==> src/cor_pkg.sv <==
`timescale 1ns / 1ps

package cor_pkg;

    localparam int unsigned MAX_DIM = 4096;

    localparam int unsigned DIM_W   = 13;  // image_width / image_height
    localparam int unsigned ORG_W   = 12;  // origin and centre coordinates
    localparam int unsigned END_W   = 14;  // window-relative end point
    localparam int unsigned PIX_W   = 16;  // output coordinates
    localparam int unsigned VAL_W   = 8;
    localparam int unsigned R2_W    = 30;  // squared radius
    localparam int unsigned ROOT_W  = 15;  // isqrt of an R2_W value
    localparam int unsigned STEP_W  = 15;
    localparam int unsigned MUL_W   = 16;
    localparam int unsigned PROD_W  = 2 * MUL_W;

    localparam int unsigned APB_AW  = 4;
    localparam int unsigned APB_DW  = 32;

    // register indexes (byte address / 4)
    localparam logic [1:0] REG_IMAGE_WIDTH  = 2'd0;
    localparam logic [1:0] REG_IMAGE_HEIGHT = 2'd1;
    localparam logic [1:0] REG_ORIGIN_X     = 2'd2;
    localparam logic [1:0] REG_ORIGIN_Y     = 2'd3;

    localparam logic FUNC_START = 1'b0;
    localparam logic FUNC_TICK  = 1'b1;

    localparam logic [VAL_W-1:0] INK_BLACK = '0;
    localparam logic [VAL_W-1:0] INK_WHITE = '1;

    // clamp a dimension register to MAX_DIM
    function automatic logic [DIM_W:0] clamp_dim(input logic [DIM_W-1:0] v);
        logic [DIM_W:0] r;
        r = {1'b0, v};
        if (r > (DIM_W+1)'(MAX_DIM)) begin
            r = (DIM_W+1)'(MAX_DIM);
        end
        return r;
    endfunction

endpackage

==> src/cor_isqrt.sv <==
`timescale 1ns / 1ps

// Bit-pair integer square root, one result bit per cycle.
module cor_isqrt (
    input  logic                        aclk,
    input  logic                        aresetn,
    input  logic                        start,
    input  logic [cor_pkg::R2_W-1:0]    radicand,
    output logic                        done,
    output logic [cor_pkg::ROOT_W-1:0]  root
);
    import cor_pkg::*;

    localparam int unsigned BIT_W = R2_W - 1;

    logic [R2_W-1:0]  rem_reg, rem_next;
    logic [R2_W-1:0]  res_reg, res_next;
    logic [BIT_W-1:0] bit_reg, bit_next;
    logic             busy_reg, busy_next;
    logic             done_reg, done_next;
    logic [R2_W:0]    trial;

    assign trial = {1'b0, res_reg} + {2'b00, bit_reg};

    always_comb begin
        rem_next  = rem_reg;
        res_next  = res_reg;
        bit_next  = bit_reg;
        busy_next = busy_reg;
        done_next = 1'b0;
        if (start) begin
            rem_next  = radicand;
            res_next  = '0;
            bit_next  = {1'b1, {(BIT_W-1){1'b0}}};
            busy_next = 1'b1;
        end else if (busy_reg) begin
            if ({1'b0, rem_reg} >= trial) begin
                rem_next = rem_reg - trial[R2_W-1:0];
                res_next = (res_reg >> 1) + {1'b0, bit_reg};
            end else begin
                res_next = res_reg >> 1;
            end
            bit_next = bit_reg >> 2;
            if (bit_reg[0]) begin
                busy_next = 1'b0;
                done_next = 1'b1;
            end
        end
    end

    always_ff @(posedge aclk) begin
        rem_reg <= rem_next;
        res_reg <= res_next;
        bit_reg <= bit_next;
        if (!aresetn) begin
            busy_reg <= 1'b0;
            done_reg <= 1'b0;
        end else begin
            busy_reg <= busy_next;
            done_reg <= done_next;
        end
    end

    assign done = done_reg;
    assign root = res_reg[ROOT_W-1:0];

endmodule

==> src/circle_octant_rasterizer_top.sv <==
`timescale 1ns / 1ps

// Circle rasterizer, eight-way symmetric.
// Input channel (s_*): one transaction per command. func = start loads a
// centre, end point and ink; the squared radius is formed with the shared
// 16x16 multiplier as adx^2 plus ady^2 and nothing is produced. A start
// whose centre lies outside the clamped image leaves the block inactive.
// func = tick runs one step k: k*k and (k+1)*(k+1) on the multiplier,
// then a bit-pair square root, then eight output transactions (m_*), one
// per cycle while the receiver accepts, the eighth of the final step
// flagged last. A tick with no circle running, or past the end, produces
// no points. s_ready is high only while the sequencer is idle.
// Output: a single output register; when the receiver stalls, the point
// holds and the sequencer waits, and the last point may still be pending
// while the next command is taken.
// Config: APB, registers at byte addresses 0/4/8/12 (width, height, origin
// x, origin y); pready is always high. Width/height apply to clipping at
// once, origins only at the next start. Write only while idle.
// Reset (aresetn low, synchronous): registers to 4096/4096/0/0, no circle
// running, output empty.
module circle_octant_rasterizer_top (
    input  logic                         aclk,
    input  logic                         aresetn,
    // APB configuration
    input  logic                         psel,
    input  logic                         penable,
    input  logic                         pwrite,
    input  logic [cor_pkg::APB_AW-1:0]   paddr,
    input  logic [cor_pkg::APB_DW-1:0]   pwdata,
    output logic [cor_pkg::APB_DW-1:0]   prdata,
    output logic                         pready,
    // command channel
    input  logic                         s_valid,
    output logic                         s_ready,
    input  logic                         s_func,
    input  logic [cor_pkg::ORG_W-1:0]    s_center_x,
    input  logic [cor_pkg::ORG_W-1:0]    s_center_y,
    input  logic signed [cor_pkg::END_W-1:0] s_end_x,
    input  logic signed [cor_pkg::END_W-1:0] s_end_y,
    input  logic                         s_ink_white,
    // point channel
    output logic                         m_valid,
    input  logic                         m_ready,
    output logic signed [cor_pkg::PIX_W-1:0] m_pixel_x,
    output logic signed [cor_pkg::PIX_W-1:0] m_pixel_y,
    output logic [cor_pkg::VAL_W-1:0]    m_pixel_value,
    output logic                         m_visible,
    output logic                         m_last
);
    import cor_pkg::*;

    // sequencer states
    localparam logic [3:0] ST_IDLE = 4'd0;
    localparam logic [3:0] ST_SQX  = 4'd1;  // adx^2
    localparam logic [3:0] ST_SQY  = 4'd2;  // ady^2, latch adx^2
    localparam logic [3:0] ST_SUM  = 4'd3;  // r2 = adx^2 + ady^2
    localparam logic [3:0] ST_KK   = 4'd4;  // k^2
    localparam logic [3:0] ST_CHK  = 4'd5;  // end test, launch isqrt, (k+1)^2
    localparam logic [3:0] ST_FIN  = 4'd6;  // final-step test
    localparam logic [3:0] ST_ROOT = 4'd7;  // wait for isqrt
    localparam logic [3:0] ST_EMIT = 4'd8;  // eight points

    localparam int unsigned SW = ORG_W + 5;  // start arithmetic width

    // configuration
    logic [DIM_W-1:0] width_reg, height_reg;
    logic [ORG_W-1:0] origin_x_reg, origin_y_reg;
    logic             cfg_wr;

    // sequencer and circle state
    logic [3:0]        state_reg, state_next;
    logic              active_reg, active_next;
    logic              start_ok_reg;
    logic [R2_W-1:0]   r2_reg;
    logic [STEP_W-1:0] step_reg;
    logic [ORG_W-1:0]  cx_reg, cy_reg;
    logic              ink_reg;
    logic [ROOT_W-1:0] adx_reg, ady_reg;
    logic [ROOT_W-1:0] root_reg;
    logic              fin_reg;
    logic [2:0]        idx_reg;

    // shared multiplier
    logic [MUL_W-1:0]  mul_op;
    logic [PROD_W-1:0] prod_reg;

    // output register
    logic                    m_valid_reg;
    logic signed [PIX_W-1:0] px_reg, py_reg;
    logic [VAL_W-1:0]        pval_reg;
    logic                    vis_reg, last_reg;

    // isqrt
    logic              sq_start, sq_done;
    logic [ROOT_W-1:0] sq_root;
    logic [R2_W-1:0]   sq_radicand;

    logic s_fire, out_free;
    logic [DIM_W:0] w_eff, h_eff;
    logic [PROD_W-1:0] half_ext;

    assign s_ready  = (state_reg == ST_IDLE);
    assign s_fire   = s_valid && s_ready;
    assign out_free = !m_valid_reg || m_ready;
    assign w_eff    = clamp_dim(width_reg);
    assign h_eff    = clamp_dim(height_reg);
    assign half_ext = {{(PROD_W-R2_W+1){1'b0}}, r2_reg[R2_W-1:1]};

    // ---------------------------------------------------------------
    // APB
    // ---------------------------------------------------------------
    assign pready = 1'b1;
    assign cfg_wr = psel && penable && pwrite;

    always_ff @(posedge aclk) begin
        if (!aresetn) begin
            width_reg    <= DIM_W'(MAX_DIM);
            height_reg   <= DIM_W'(MAX_DIM);
            origin_x_reg <= '0;
            origin_y_reg <= '0;
        end else if (cfg_wr) begin
            unique case (paddr[3:2])
                REG_IMAGE_WIDTH:  width_reg    <= pwdata[DIM_W-1:0];
                REG_IMAGE_HEIGHT: height_reg   <= pwdata[DIM_W-1:0];
                REG_ORIGIN_X:     origin_x_reg <= pwdata[ORG_W-1:0];
                REG_ORIGIN_Y:     origin_y_reg <= pwdata[ORG_W-1:0];
                default: ;
            endcase
        end
    end

    always_comb begin
        unique case (paddr[3:2])
            REG_IMAGE_WIDTH:  prdata = APB_DW'(width_reg);
            REG_IMAGE_HEIGHT: prdata = APB_DW'(height_reg);
            REG_ORIGIN_X:     prdata = APB_DW'(origin_x_reg);
            REG_ORIGIN_Y:     prdata = APB_DW'(origin_y_reg);
            default:          prdata = '0;
        endcase
    end

    // ---------------------------------------------------------------
    // start-point arithmetic: |cx - (end - origin)|, narrow adds only
    // ---------------------------------------------------------------
    logic signed [SW-1:0] ex_s, ey_s, dx_s, dy_s;
    logic [ROOT_W-1:0]    adx_in, ady_in;
    logic                 centre_in;

    always_comb begin
        ex_s = SW'(s_end_x) - $signed({{(SW-ORG_W){1'b0}}, origin_x_reg});
        ey_s = SW'(s_end_y) - $signed({{(SW-ORG_W){1'b0}}, origin_y_reg});
        dx_s = $signed({{(SW-ORG_W){1'b0}}, s_center_x}) - ex_s;
        dy_s = $signed({{(SW-ORG_W){1'b0}}, s_center_y}) - ey_s;
        adx_in = dx_s[SW-1] ? ROOT_W'(-dx_s) : ROOT_W'(dx_s);
        ady_in = dy_s[SW-1] ? ROOT_W'(-dy_s) : ROOT_W'(dy_s);
        centre_in = ({{(DIM_W-ORG_W+1){1'b0}}, s_center_x} < w_eff) &&
                    ({{(DIM_W-ORG_W+1){1'b0}}, s_center_y} < h_eff);
    end

    // ---------------------------------------------------------------
    // shared multiplier: squares one operand, product registered
    // ---------------------------------------------------------------
    always_comb begin
        case (state_reg)
            ST_SQX:  mul_op = MUL_W'(adx_reg);
            ST_SQY:  mul_op = MUL_W'(ady_reg);
            ST_KK:   mul_op = MUL_W'(step_reg);
            ST_CHK:  mul_op = MUL_W'(step_reg) + MUL_W'(1);
            default: mul_op = '0;
        endcase
    end

    always_ff @(posedge aclk) begin
        prod_reg <= mul_op * mul_op;
    end

    // ---------------------------------------------------------------
    // square root unit
    // ---------------------------------------------------------------
    assign sq_radicand = r2_reg - prod_reg[R2_W-1:0];
    assign sq_start    = (state_reg == ST_CHK) && (prod_reg <= half_ext);

    cor_isqrt u_isqrt (
        .aclk     (aclk),
        .aresetn  (aresetn),
        .start    (sq_start),
        .radicand (sq_radicand),
        .done     (sq_done),
        .root     (sq_root)
    );

    // ---------------------------------------------------------------
    // point generation: idx[2] swaps k/root, idx[1] negates x, idx[0] y
    // ---------------------------------------------------------------
    logic [ROOT_W-1:0]       sel_x, sel_y;
    logic signed [PIX_W-1:0] pt_x, pt_y;
    logic                    pt_vis;

    always_comb begin
        sel_x = idx_reg[2] ? root_reg : ROOT_W'(step_reg);
        sel_y = idx_reg[2] ? ROOT_W'(step_reg) : root_reg;
        pt_x = idx_reg[1] ?
               $signed(PIX_W'(cx_reg) - PIX_W'(sel_x)) :
               $signed(PIX_W'(cx_reg) + PIX_W'(sel_x));
        pt_y = idx_reg[0] ?
               $signed(PIX_W'(cy_reg) - PIX_W'(sel_y)) :
               $signed(PIX_W'(cy_reg) + PIX_W'(sel_y));
        pt_vis = !pt_x[PIX_W-1] && !pt_y[PIX_W-1] &&
                 (pt_x[PIX_W-2:0] < (PIX_W-1)'(w_eff)) &&
                 (pt_y[PIX_W-2:0] < (PIX_W-1)'(h_eff));
    end

    // ---------------------------------------------------------------
    // sequencer
    // ---------------------------------------------------------------
    always_comb begin
        state_next  = state_reg;
        active_next = active_reg;
        unique case (state_reg)
            ST_IDLE: begin
                if (s_fire) begin
                    if (s_func == FUNC_START) begin
                        active_next = 1'b0;
                        state_next  = ST_SQX;
                    end else if (active_reg) begin
                        state_next = ST_KK;
                    end
                end
            end
            ST_SQX:  state_next = ST_SQY;
            ST_SQY:  state_next = ST_SUM;
            ST_SUM: begin
                active_next = start_ok_reg;
                state_next  = ST_IDLE;
            end
            ST_KK:   state_next = ST_CHK;
            ST_CHK: begin
                if (prod_reg > half_ext) begin
                    active_next = 1'b0;   // circle finished
                    state_next  = ST_IDLE;
                end else begin
                    state_next = ST_FIN;
                end
            end
            ST_FIN:  state_next = ST_ROOT;
            ST_ROOT: begin
                if (sq_done) begin
                    state_next = ST_EMIT;
                end
            end
            ST_EMIT: begin
                if (out_free && idx_reg == 3'd7) begin
                    if (fin_reg) begin
                        active_next = 1'b0;
                    end
                    state_next = ST_IDLE;
                end
            end
            default: state_next = ST_IDLE;
        endcase
    end

    always_ff @(posedge aclk) begin
        if (!aresetn) begin
            state_reg  <= ST_IDLE;
            active_reg <= 1'b0;
        end else begin
            state_reg  <= state_next;
            active_reg <= active_next;
        end
    end

    // datapath registers
    always_ff @(posedge aclk) begin
        if (!aresetn) begin
            step_reg <= '0;
            r2_reg   <= '0;
        end else begin
            case (state_reg)
                ST_SQY: r2_reg <= prod_reg[R2_W-1:0];
                ST_SUM: begin
                    r2_reg   <= r2_reg + prod_reg[R2_W-1:0];
                    step_reg <= '0;
                end
                ST_EMIT: begin
                    if (out_free && idx_reg == 3'd7) begin
                        step_reg <= step_reg + STEP_W'(1);
                    end
                end
                default: ;
            endcase
        end
    end

    always_ff @(posedge aclk) begin
        if (s_fire && s_func == FUNC_START) begin
            cx_reg       <= s_center_x;
            cy_reg       <= s_center_y;
            ink_reg      <= s_ink_white;
            adx_reg      <= adx_in;
            ady_reg      <= ady_in;
            start_ok_reg <= centre_in;
        end
        if (state_reg == ST_FIN) begin
            fin_reg <= (prod_reg > half_ext);
        end
        if (state_reg == ST_ROOT && sq_done) begin
            root_reg <= sq_root;
            idx_reg  <= '0;
        end else if (state_reg == ST_EMIT && out_free) begin
            idx_reg <= idx_reg + 3'd1;
        end
    end

    // ---------------------------------------------------------------
    // output register
    // ---------------------------------------------------------------
    logic load_pt;
    assign load_pt = (state_reg == ST_EMIT) && out_free;

    always_ff @(posedge aclk) begin
        if (!aresetn) begin
            m_valid_reg <= 1'b0;
        end else if (load_pt) begin
            m_valid_reg <= 1'b1;
        end else if (m_ready) begin
            m_valid_reg <= 1'b0;
        end
    end

    always_ff @(posedge aclk) begin
        if (load_pt) begin
            px_reg   <= pt_x;
            py_reg   <= pt_y;
            pval_reg <= ink_reg ? INK_WHITE : INK_BLACK;
            vis_reg  <= pt_vis;
            last_reg <= (idx_reg == 3'd7) && fin_reg;
        end
    end

    assign m_valid       = m_valid_reg;
    assign m_pixel_x     = px_reg;
    assign m_pixel_y     = py_reg;
    assign m_pixel_value = pval_reg;
    assign m_visible     = vis_reg;
    assign m_last        = last_reg;

endmodule

==> config.mk <==
export PLATFORM = sky130hd
export DESIGN_NAME = circle_octant_rasterizer_top
export DESIGN_NICKNAME = d
export VERILOG_FILES = /design/src/cor_pkg.sv /design/src/cor_isqrt.sv /design/src/circle_octant_rasterizer_top.sv
export SDC_FILE = /design/constraint.sdc
export NUM_CORES = 2
export LEC_CHECK = 0
export BUFFER_PORTS_ARGS = -buffer_cell sky130_fd_sc_hd__buf_2
export CORE_MARGIN = 4
export CORE_UTILIZATION = 35
export DETAILED_ROUTE_END_ITERATION = 12
export PLACE_DENSITY = 0.48
export SYNTH_ARGS = -nofsm -noshare
export SYNTH_HDL_FRONTEND = slang
export SYNTH_HIERARCHICAL = 1
export SYNTH_SLANG_ARGS = --single-unit
==> constraint.sdc <==
create_clock -name aclk -period 19.35 [get_ports aclk]
set_input_delay 0 -clock aclk [delete_from_list [all_inputs] [get_ports aclk]]
set_output_delay 0 -clock aclk [all_outputs]
set_load 0.05 [all_outputs]
==> key figures <==
Route
  • Total number of vias: 25900
  • Met3 Wirelength: 4.47 mm
  • Metal2 WL: 38.3 mm
  • First-pass DRT Iterations: 5
  • Residual DRC count: 0
  • Routed met1 length: 47.7 mm
  • DR iter-0 viols: 1918
  • Routed WL per cell: 18.4 um
  • Top layer in use: met4
  • ANT nets after route: 0
  • Total Wirelength: 92.0 mm
  • Via/cell ratio: 5.17

Floorplanning
  • # IOs: 174
  • DIE AREA: 97000 um2
  • Row count: 111
  • Chip Height: 311 um
  • Die Wd: 311 um
  • Core Region: 91500 um2
  • Initial Utilization: 35.2%

Setup path
  • Worst reg2reg path startpoint: step_reg[1]
  • Cell mode on critical path: fa_1
  • Top delay family on crit path: adder cells
  • WP buf/inv: 4
  • CP max stage cell: dfxtp_1
  • Setup crit start kind: flip-flop
  • Stages on worst setup path: 29
  • R2R Path End: prod_reg[30]
  • R2R cell count: 29
  • Critical path class: flip-flop to flip-flop
  • CP endpoint kind: flip-flop
  • WP data arrival: 9600 ps
  • Register-to-register setup slack: 10230 ps
  • CP required: 19840 ps
  • Worst Setup EP: prod_reg[30]
  • Setup crit start: step_reg[1]
  • Delay of the slowest critical-path stage: 620 ps
  • Crit-path max FO: 15

Global route
  • Vias in the first global route: 24800
  • First-pass GRT wire length: 145 mm
  • Initial antenna violation count: 3
  • Largest net degree at the start of global routing: 84
  • Gr usage total: 18.5%
  • Grt total ovfl: 0

Synthesis
  • Seq cells post-synth: 319
  • Avg Synthesized Cell Area: 8.73 um2
  • Largest family of logic cells by synthesized area: adder cells
  • Ys async rst share: 0%
  • Synth warnings: 6
  • Adder-Cell Fraction of Synth Area: 25.5%
  • Top FF cell, synth: dfxtp_1
  • Synth top area share: 13.7%
  • Post-synth EDFFs: 137
  • Count of cell types in the netlist: 101
  • Synth Area in Simple Gates: 14.3%
  • Synthesized cell area: 32200 um2
  • Seq/Total Area, Yosys: 24.1%
  • Syn Inst Count: 3691
  • Compound-Gate Fraction of Synth Area: 16.5%
  • XOR/XNOR share of the synthesized area: 6.71%
  • Yosys top cell by area: ha_1
  • Synth area leaders: ha_1 (14%), edfxtp_1 (13%), fa_1 (12%)
  • Mux cell area share after synthesis: 4.13%

CTS
  • Clock Path Buffers: 3
  • TritonCTS clock tree: yes
  • Total clock sinks: 319
  • Clk_lat worst skew: 590 ps
  • Root Buffer: clkbuf_16
  • Reg clk slew, reported paths: 60 ps
  • H-tree level count: 2
  • Num CTS Buffers: 41

Final layout
  • Fin util: 38.8%
  • Area grow syn2layout: 10.3%
  • Commonest non-fill, non-tap cell in the layout: inv_1
  • Most frequent cells in the layout: inv_1 (484), ha_1 (352), nor2_1 (328)
  • Layout cells sized above 1: 8.14%
  • # nets final: 4426
  • # diodes: 0
  • Largest register FFs: 31
  • Non-Filler Instances: 5005

Hold path
  • Hold WC Path Type: input port to flip-flop
  • Worst Hold Launch: m_ready

STA
  • Worst Skew: 38.3 ps
  • Worst Max-Slew Pin Slew: 1170 ps
  • Fmax: 110 MHz
  • Rel. slew slack: 21.5%
  • RSZ-0062 raised after global routing: false
  • Final Setup Violations: 0
  • Minimum clock period: 9120 ps
  • Setup TNS: 0 ps
  • Pins Over Slew Limit: 0
  • Final hold vios: 0
  • Fin crit share: 47.1%

Power
  • Internal Power: 1.83 mW
  • Peak supply drop: 58.7 uV
  • Clk pwr share: 25.0%
  • LEAKAGE: 15.5 nW
  • P_sw: 1.30 mW
  • Sequential power share: 29.0%
  • PnR Total Power: 3.13 mW
  • Pwr/cell area: 88.0 nW/um2
  • Net Sw Frac: 41.5%
  • Combinational power share: 46.0%

Flow run
  • Max Cap Violations: 0

Place
  • GPL Wtd Cong: 0.866
  • Hpwl dp: 71.9 mm
  • Port bufs: 132
  • Placed cells: 4883

Run status
  • Run status: complete, no violations
layer usage:
layer	GRT usage, %	vias up
met1	28.9	12400
met5	0	-
met3	2.44	85
met4	3.58	0
met2	27.1	482
li1	-	12900
worst min path at each step:
stage | slack, ps | cells after the start | to
final | 70 | 5 | state_reg[3]
after global routing | 80 | 5 | state_reg[3]
after CTS | 40 | 5 | state_reg[3]
after detailed placement | 190 | 1 | ink_reg
after global placement | 180 | 1 | ink_reg
after floorplan | 60 | 1 | height_reg[12]
per-stage QoR:
step / worst slack [ps] / cell area, um2 / hold slack, ps
finish: 10230 / 35600 / 69.3
global route: 9560 / 35600 / 83.2
CTS: 10230 / 35600 / 37.2
detailed placement: 10300 / 33800 / 188
global placement: 10280 / 33800 / 178
floorplan: 11490 / 32300 / 61.9
cell type report:
class                   instances  area [um2]
clock buffers                  51        1140
clock inverters                25         201
repair buffers                207        1340
multi-input cells            2728       21800
well taps                    1186        1480
inverters                     489        1840
fillers                      9367       56000
flip-flops and latches        319        7760
tightest hold or removal path, cell delays in order:
cell and delay [ps]:
buf_2 80, nand2b_1 280, a21oi_1 120, nor2_1 90, nor2_1 40
synth_stat cells, drive strengths merged, types with 10 or more instances:
cell,count
a21oi,242
nor2b,30
edfxtp,137
nor4,19
nand4,28
a311oi,17
o21a,36
o21ai,152
xor2,84
a31oi,34
a21o,68
nand2b,23
a211oi,30
a222oi,12
o21bai,30
or3,21
xnor2,163
inv,486
clkbuf,103
nand3,60
and2,19
dfxtp,182
o211ai,20
nor3b,20
mux4,12
ha,352
nor3,95
mux2i,91
buf,81
nor2,330
a21boi,12
mux2,13
nand2,273
o22ai,13
a221oi,30
o31ai,20
and3,19
or2,12
and4,10
fa,191
kinds of logic (layout without fill, tap and decap cells):
family / count (synthesis) / count (layout)
other: 2 / 31
and+or+nand+nor: 987 / 987
xor gates and xnor gates: 247 / 247
muxes: 116 / 116
AOI/OAI and AO/OA: 804 / 804
buffers and inverters: 673 / 772
DFF: 319 / 319
adders and majority gates: 543 / 543
power by group through the flow:
stage | Clock [mW] | Combinational, mW | Sequential, mW
after floorplan | 0 | 1.13 | 0.872
after global placement | 0 | 1.43 | 0.922
after detailed placement | 0 | 1.42 | 0.922
after CTS | 0.806 | 1.45 | 0.908
after global routing | 0.830 | 1.64 | 0.919
final | 0.782 | 1.44 | 0.907
what timing repair did:
item                                   in CTS  in global routing
endpoints found under the hold margin      90                  0
setup buffers                               0                  0
resized for setup                           0                  0
hold buffers                               46                  0
Note: power is estimated with default switching activity, not from simulation.
